File: src/design/bhpq_pkg.sv
// ----------------------------------------------------------------------------
// bhpq_pkg
// Shared constants, types and the key ordering function of the binary-heap
// priority queue.
// ----------------------------------------------------------------------------
package bhpq_pkg;

    localparam int CAPACITY = 128;
    localparam int ADDR_W   = $clog2(CAPACITY);
    localparam int CNT_W    = $clog2(CAPACITY + 1);
    localparam int EXT_W    = ADDR_W + 2;
    localparam int KEY_W    = 32;

    localparam logic [1:0] STAT_OK    = 2'd0;
    localparam logic [1:0] STAT_FULL  = 2'd1;
    localparam logic [1:0] STAT_EMPTY = 2'd2;

    localparam logic signed [KEY_W-1:0] SENTINEL_MIN_MODE = 32'sh7FFF_FFFF;
    localparam logic signed [KEY_W-1:0] SENTINEL_MAX_MODE = 32'sh8000_0000;

    typedef enum logic [2:0] {
        RD_ROOT   = 3'd0,
        RD_LAST   = 3'd1,
        RD_PARENT = 3'd2,
        RD_LC     = 3'd3,
        RD_RC     = 3'd4
    } rd_sel_t;

    typedef enum logic [1:0] {
        RES_INS_OK = 2'd0,
        RES_FULL   = 2'd1,
        RES_EMPTY  = 2'd2,
        RES_EXT_OK = 2'd3
    } res_kind_t;

    typedef struct packed {
        logic      init_ins;
        logic      mem_rd;
        rd_sel_t   rd_sel;
        logic      cap_root;
        logic      cap_last;
        logic      cap_lc;
        logic      wr_cur;
        logic      up_move;
        logic      dn_move;
        logic      res_load;
        res_kind_t res_kind;
    } bhpq_cmd_t;

    typedef struct packed {
        logic full;
        logic empty;
        logic pos_zero;
        logic lc_in;
        logic rc_in;
        logic up_beats;
        logic dn_beats;
    } bhpq_stat_t;

    // True when key a must sit above key b. Mode 1 keeps the smallest at the root.
    function automatic logic beats(input logic signed [KEY_W-1:0] a,
                                   input logic signed [KEY_W-1:0] b,
                                   input logic mode);
        beats = mode ? (a < b) : (a > b);
    endfunction

endpackage

File: src/design/bhpq_ctrl.sv
// ----------------------------------------------------------------------------
// bhpq_ctrl
// Controller state machine: sequences the sift-up and sift-down walks and
// the result transfer.
// ----------------------------------------------------------------------------
module bhpq_ctrl
    import bhpq_pkg::*;
(
    input  logic       clk,
    input  logic       rst_n,
    input  logic       req_valid,
    output logic       req_ready,
    input  logic       req_type,
    output logic       rsp_valid,
    input  logic       rsp_ready,
    input  bhpq_stat_t stat,
    output bhpq_cmd_t  cmd
);

    typedef enum logic [8:0] {
        S_IDLE    = 9'b000000001,
        S_UP_CHK  = 9'b000000010,
        S_UP_CMP  = 9'b000000100,
        S_EX_LAST = 9'b000001000,
        S_EX_CUR  = 9'b000010000,
        S_DN_CHK  = 9'b000100000,
        S_DN_LC   = 9'b001000000,
        S_DN_SEL  = 9'b010000000,
        S_FIN     = 9'b100000000
    } state_t;

    state_t    state_reg, state_next;
    res_kind_t kind_reg, kind_next;
    logic      rsp_valid_reg, rsp_valid_next;

    assign req_ready = (state_reg == S_IDLE);
    assign rsp_valid = rsp_valid_reg;

    always_comb
    begin
        state_next = state_reg;
        kind_next  = kind_reg;
        cmd        = '0;
        cmd.rd_sel   = RD_ROOT;
        cmd.res_kind = kind_reg;
        case (state_reg)
            S_IDLE:
            begin
                if (req_valid)
                begin
                    if (!req_type)
                    begin
                        if (stat.full)
                        begin
                            kind_next  = RES_FULL;
                            state_next = S_FIN;
                        end
                        else
                        begin
                            cmd.init_ins = 1'b1;
                            kind_next    = RES_INS_OK;
                            state_next   = S_UP_CHK;
                        end
                    end
                    else
                    begin
                        if (stat.empty)
                        begin
                            kind_next  = RES_EMPTY;
                            state_next = S_FIN;
                        end
                        else
                        begin
                            cmd.mem_rd = 1'b1;
                            cmd.rd_sel = RD_ROOT;
                            kind_next  = RES_EXT_OK;
                            state_next = S_EX_LAST;
                        end
                    end
                end
            end
            S_UP_CHK:
            begin
                if (stat.pos_zero)
                begin
                    cmd.wr_cur = 1'b1;
                    state_next = S_FIN;
                end
                else
                begin
                    cmd.mem_rd = 1'b1;
                    cmd.rd_sel = RD_PARENT;
                    state_next = S_UP_CMP;
                end
            end
            S_UP_CMP:
            begin
                if (stat.up_beats)
                begin
                    cmd.up_move = 1'b1;
                    state_next  = S_UP_CHK;
                end
                else
                begin
                    cmd.wr_cur = 1'b1;
                    state_next = S_FIN;
                end
            end
            S_EX_LAST:
            begin
                cmd.cap_root = 1'b1;
                cmd.mem_rd   = 1'b1;
                cmd.rd_sel   = RD_LAST;
                state_next   = S_EX_CUR;
            end
            S_EX_CUR:
            begin
                cmd.cap_last = 1'b1;
                state_next   = S_DN_CHK;
            end
            S_DN_CHK:
            begin
                if (!stat.lc_in)
                begin
                    cmd.wr_cur = 1'b1;
                    state_next = S_FIN;
                end
                else
                begin
                    cmd.mem_rd = 1'b1;
                    cmd.rd_sel = RD_LC;
                    state_next = S_DN_LC;
                end
            end
            S_DN_LC:
            begin
                cmd.cap_lc = 1'b1;
                cmd.mem_rd = stat.rc_in;
                cmd.rd_sel = RD_RC;
                state_next = S_DN_SEL;
            end
            S_DN_SEL:
            begin
                if (stat.dn_beats)
                begin
                    cmd.dn_move = 1'b1;
                    state_next  = S_DN_CHK;
                end
                else
                begin
                    cmd.wr_cur = 1'b1;
                    state_next = S_FIN;
                end
            end
            S_FIN:
            begin
                // The result waits here until the output register is free.
                if (!rsp_valid_reg || rsp_ready)
                begin
                    cmd.res_load = 1'b1;
                    state_next   = S_IDLE;
                end
            end
            default:
            begin
                state_next = S_IDLE;
            end
        endcase
    end

    always_comb
    begin
        if (cmd.res_load)
            rsp_valid_next = 1'b1;
        else if (rsp_ready)
            rsp_valid_next = 1'b0;
        else
            rsp_valid_next = rsp_valid_reg;
    end

    always_ff @(posedge clk or negedge rst_n)
    begin
        if (!rst_n)
        begin
            state_reg     <= S_IDLE;
            kind_reg      <= RES_INS_OK;
            rsp_valid_reg <= 1'b0;
        end
        else
        begin
            state_reg     <= state_next;
            kind_reg      <= kind_next;
            rsp_valid_reg <= rsp_valid_next;
        end
    end

endmodule

File: config.mk
export PLATFORM = sky130hd
export DESIGN_NAME = bhpq_ctrl
export DESIGN_NICKNAME = d
export VERILOG_FILES = /design/src/design/bhpq_pkg.sv /design/src/design/bhpq_ctrl.sv
export SDC_FILE = /design/constraint.sdc
export NUM_CORES = 1
export LEC_CHECK = 0
export BUFFER_PORTS_ARGS = -buffer_cell sky130_fd_sc_hd__buf_4
export CORE_MARGIN = 1
export CORE_UTILIZATION = 50
export CTS_BUF_LIST = sky130_fd_sc_hd__clkbuf_4 sky130_fd_sc_hd__clkbuf_8
export CTS_CLUSTER_DIAMETER = 80
export DETAILED_ROUTE_END_ITERATION = 16
export GPL_ROUTABILITY_DRIVEN = 0
export PLACE_DENSITY = 0.79
export SLEW_MARGIN = 5
export SYNTH_ARGS = -nofsm -noshare
export SYNTH_HDL_FRONTEND = slang
export SYNTH_SLANG_ARGS = --single-unit
File: constraint.sdc
create_clock -name clk -period 3.21 [get_ports clk]
set_clock_uncertainty 0.15 [all_clocks]
set_input_delay 0.1605 -clock clk [delete_from_list [all_inputs] [get_ports clk]]
set_output_delay 0.1605 -clock clk [all_outputs]
set_load 0.005 [all_outputs]
# After elaboration in Yosys (flattened, before gate mapping)

Index checks and enable logic that the tools add are counted.

Word-level logic and storage cells: 57
Register bits after elaboration: 12
Output and inout port bits: 16

Muxes and demuxes: 38
Reduce and logical (&&, ||, !) cells: 5
Equal/unequal tests: 11

Operators by type and width:

| operator                                                              | count |
|---|---|
| 9-bit two-way mux                                                     | 9 |
| 9-bit one-hot mux with 9 select lines                                 | 1 |
| 1-bit two-way mux                                                     | 20 |
| 4-bit one-hot mux with 5 select lines                                 | 1 |
| 4-bit two-way mux                                                     | 4 |
| 9-bit by 1-bit equality test with 1-bit output, second input constant | 1 |
| 9-bit by 2-bit equality test with 1-bit output, second input constant | 1 |
| 9-bit by 3-bit equality test with 1-bit output, second input constant | 1 |
| 9-bit by 4-bit equality test with 1-bit output, second input constant | 1 |
| 9-bit by 5-bit equality test with 1-bit output, second input constant | 1 |
| 9-bit by 6-bit equality test with 1-bit output, second input constant | 1 |
| 9-bit by 7-bit equality test with 1-bit output, second input constant | 1 |
| 9-bit by 8-bit equality test with 1-bit output, second input constant | 1 |
| 9-bit equality test, second input constant                            | 1 |
| 5-bit two-way mux                                                     | 1 |
| 2-bit inequality test, second input constant                          | 2 |
| 1-bit one-hot mux with 4 select lines                                 | 1 |
| 2-bit AND reduction                                                   | 2 |
| 2-bit two-way mux                                                     | 1 |
| 2-bit nonzero test                                                    | 1 |
| 1-bit zero test                                                       | 1 |
| 1-bit logical OR                                                      | 1 |

# Logic depth before layout (Yosys ltp)

Depth in word-level cells: 5
Gate-level depth with buffers: 6
Mapped depth without buffers: 5

# Worst setup path after synthesis

Ideal clock, no wire load.

Path type: register -> output
Start: register state_reg[4]
End: output port cmd[12] in the netlist's numbering
Cell stages (with the launch flop): 7
Buffers on the path: 1
Data required time: 2.899 ns
Slack: 1.323 ns
Arrival: 1.576 ns
Cells stage by stage: dfrtp_1 buf_6 nor4_4 nand2_4 nor4b_4 or2_1 nand3b_1

RTL lines:

| item                   | line             | RTL |
|---|---|---|
| from (decl)            | bhpq_ctrl.sv:32  | `state_t state_reg, state_next;` |
| from (signal assigned) | bhpq_ctrl.sv:191 | `state_reg <= state_next;` |
| to (decl)              | bhpq_ctrl.sv:17  | `output bhpq_cmd_t cmd` |

==> impl_metrics.py <==
metrics = {
    "status": {
        "status": "finished clean",
    },
    "timing": {
        "finalSetupTns_ns": 0,
        "period_minus_slack_ns": 2.54,
        "hold_violations": 0,
        "tightest_slew_ns": 0.704,
        "rsz0062_at_grt": "false",
        "finalSetupViolations": 0,
        "fmax_mhz": 394,
        "finalMaxSlewViolations": 0,
        "relSlewSlack": 0.527,
        "finalCritPeriodShare": 0.790,
    },
    "logic_synthesis": {
        "syn-cell-area_um2": 860,
        "yosysWarnings": 0,
        "ys_async_sr_fraction": 1.00,
        "synth.largest_area_cell": "dfrtp_1",
        "synthFlopType": "dfrtp_1",
        "synth_top_area_frac": 0.320,
        "ys_top_cells_by_area": "dfrtp_1, nor4b_1, mux2_4, dfstp_2, nand4b_1",
        "synth_seq_cells": 12,
        "synth_edf_count": 0,
        "synth_nets": 99,
        "syn-instance-count": 87,
        "synth_area_per_cell_um2": 9.88,
        "ys_types": 42,
        "ys_seq_area_frac": 0.351,
    },
    "pwr": {
        "total_power_uw": 742,
        "netSwitchingFraction": 0.400,
        "p_clk_frac": 0.168,
        "pwr-share-comb": 0.516,
        "power.switching_uw": 297,
        "ir_drop_uv": 408,
        "internal_power_uw": 445,
        "p_seq_frac": 0.315,
        "p_leak_uw": 0.000523,
        "power_density_nw_per_um2": 672,
    },
    "job": {
        "maxCapViolations": 0,
    },
    "global_route": {
        "grt_max_degree": 13,
        "globalRouteOverflowTotal": 0,
        "grtUsageTotal": 0.231,
        "antenna_found_initial": 0,
        "grt_pass1_vias": 724,
        "grt_pass1_wl_um": 3180,
    },
    "floorplanning": {
        "die_height_um": 43.5,
        "floorplan.initialDensity": 0.551,
        "rows": 14,
        "die_area_um2": 1890,
        "die_x_um": 43.5,
        "fp.coreArea_um2": 1560,
        "ioPinCount": 28,
    },
    "clock_tree": {
        "clock_sinks": 12,
        "cts_max_level": 1,
        "cts_made_buffers": 3,
        "clk_pin_slew_worst_paths_ns": 0.08,
        "clk_path_buf_depth": 2,
        "cts_tree": "done",
        "root_buffer": "clkbuf_4",
        "clkLatencyLatePin_ns": 0.28,
    },
    "final_layout": {
        "num_antenna_cells": 0,
        "nets": 128,
        "largest_reg_flops": 9,
        "layout-drive-gt1-share": 0.400,
        "syn_to_final_growth_pct": 28.5,
    },
    "route": {
        "drc": 0,
        "ant_nets": 0,
        "via_count": 768,
        "wire_per_inst_um": 15.0,
        "viasPerCell": 5.86,
        "dr.first_iter.drc_count": 14,
        "routed-wl-met2_um": 970,
        "wl_um": 1960,
        "drt-met1-wl_um": 896,
        "wl_met3_um": 70,
        "drt-pass1-iter-count": 4,
        "top_layer": "met4",
    },
    "critical_path": {
        "required_ns": 2.90,
        "crit_type": "reg -> out",
        "path_buf_inv": 1,
        "crit_slowest_cell": "nor3_1",
        "critPathCaptureType": "output port",
        "cp_max_fo": 11,
        "critPathTopFamily": "simple AND/OR/NAND/NOR gates",
        "max_stage_delay_ns": 0.64,
        "cp.arrival_ns": 2.23,
        "worstSetupStartpointType": "flop",
        "cp_cell_sequence": "nor3_1, and2_1, and3_1, or2_1, nand3b_1, buf_4",
    },
    "place": {
        "dp_hpwl_um": 1500,
        "io_buffers": 27,
    },
    "hold_path": {
        "hold_class": "in -> reg",
    },
}
-- cell usage in the layout (no fill, tap or decap), types with 2 or more instances in the layout --
master,netlist,layout
nor4b_1,6,6
nand2b_1,3,3
nand2_4,2,2
nand2_1,4,4
nor2b_1,3,3
mux2_4,2,2
clkbuf_4,0,3
nand3b_1,2,2
nor2_1,4,4
a21oi_1,5,5
nor4_1,2,2
dlygate4sd3_1,0,2
buf_4,1,27
dfrtp_1,11,11
nand3_1,2,2
nand4b_1,3,3
or2_1,2,2
nor3_1,4,4
o21ai_0,3,3
nand4_1,2,2
-- metal layers --
metal	GRT usage	up-vias
li1	-	381
met3	0.0375	2
met5	0	-
met4	0.0938	0
met1	0.303	367
met2	0.379	18
-- final cells by class --
class	count	area (µm²)
Clock buffer	4	36.3
Fill cell	134	454
Sequential cell	12	302
Multi-Input combinational cell	69	520
Tap cell	16	20.0
Inverter	1	3.75
Timing Repair Buffer	29	223
-- Yosys cell counts (2+ instances only) --
library cell   n
a21oi_1        5
buf_2          3
dfrtp_1       11
mux2_4         2
nand2_1        4
nand2_4        2
nand2b_1       3
nand3_1        2
nand3b_1       2
nand4_1        2
nand4b_1       3
nor2_1         4
nor2b_1        3
nor3_1         4
nor4_1         2
nor4b_1        6
o21ai_0        3
or2_1          2
-- worst paths after layout --
path	start	endpoint	slack, ns	cells after the start
worst max-delay path	state_reg[2]	cmd[12]	0.67	6
worst min-delay path	req_type	kind_reg[1]	0.02	2
worst max register to register	state_reg[2]	kind_reg[1]	1.00	5
worst min register to register	kind_reg[0]	kind_reg[0]	0.37	1
max in group asynchronous	rst_n	state_reg[0]	2.58	2
min in group asynchronous	rst_n	state_reg[2]	0.10	2
-- power by group through the flow --
stage          clock [µW]  combinational, µW  sequential, µW
2_1_floorplan           0                272             222
3_3_place_gp            0                367             233
3_5_place_dp            0                380             235
4_1_cts               127                384             232
5_1_grt               132                416             239
6_report              125                383             234
-- logic make-up (layout without fill, tap and decap cells) --
logic type,Yosys count,in the layout,synth area share
and+or+nand+nor,51,51,0.448
DFF,12,12,0.351
AOI/OAI and AO/OA,13,13,0.0888
xor gates and xnor gates,2,2,0.0204
muxes,3,3,0.0480
buffers and inverters,6,34,0.0437
-- per-stage QoR --
step	setup WS, ns	instance area [µm²]	hold WS, ns	util	std cells
after floorplan	1.32	860	-0.285	-	87
final	0.674	1100	0.0151	0.709	131
after global placement	1.03	1050	-0.140	0.673	125
after CTS	0.687	1100	0.0159	0.709	131
after global routing	0.442	1100	0.0126	0.709	131
after detailed placement	1.00	1050	-0.139	0.673	125
-- repair_timing --
action	CTS	global route
hold buffers	2	0
buffers inserted	0	0
resized for setup	0	0
hold endpoints to repair	13	0
Power figures use the tool's default switching activity.
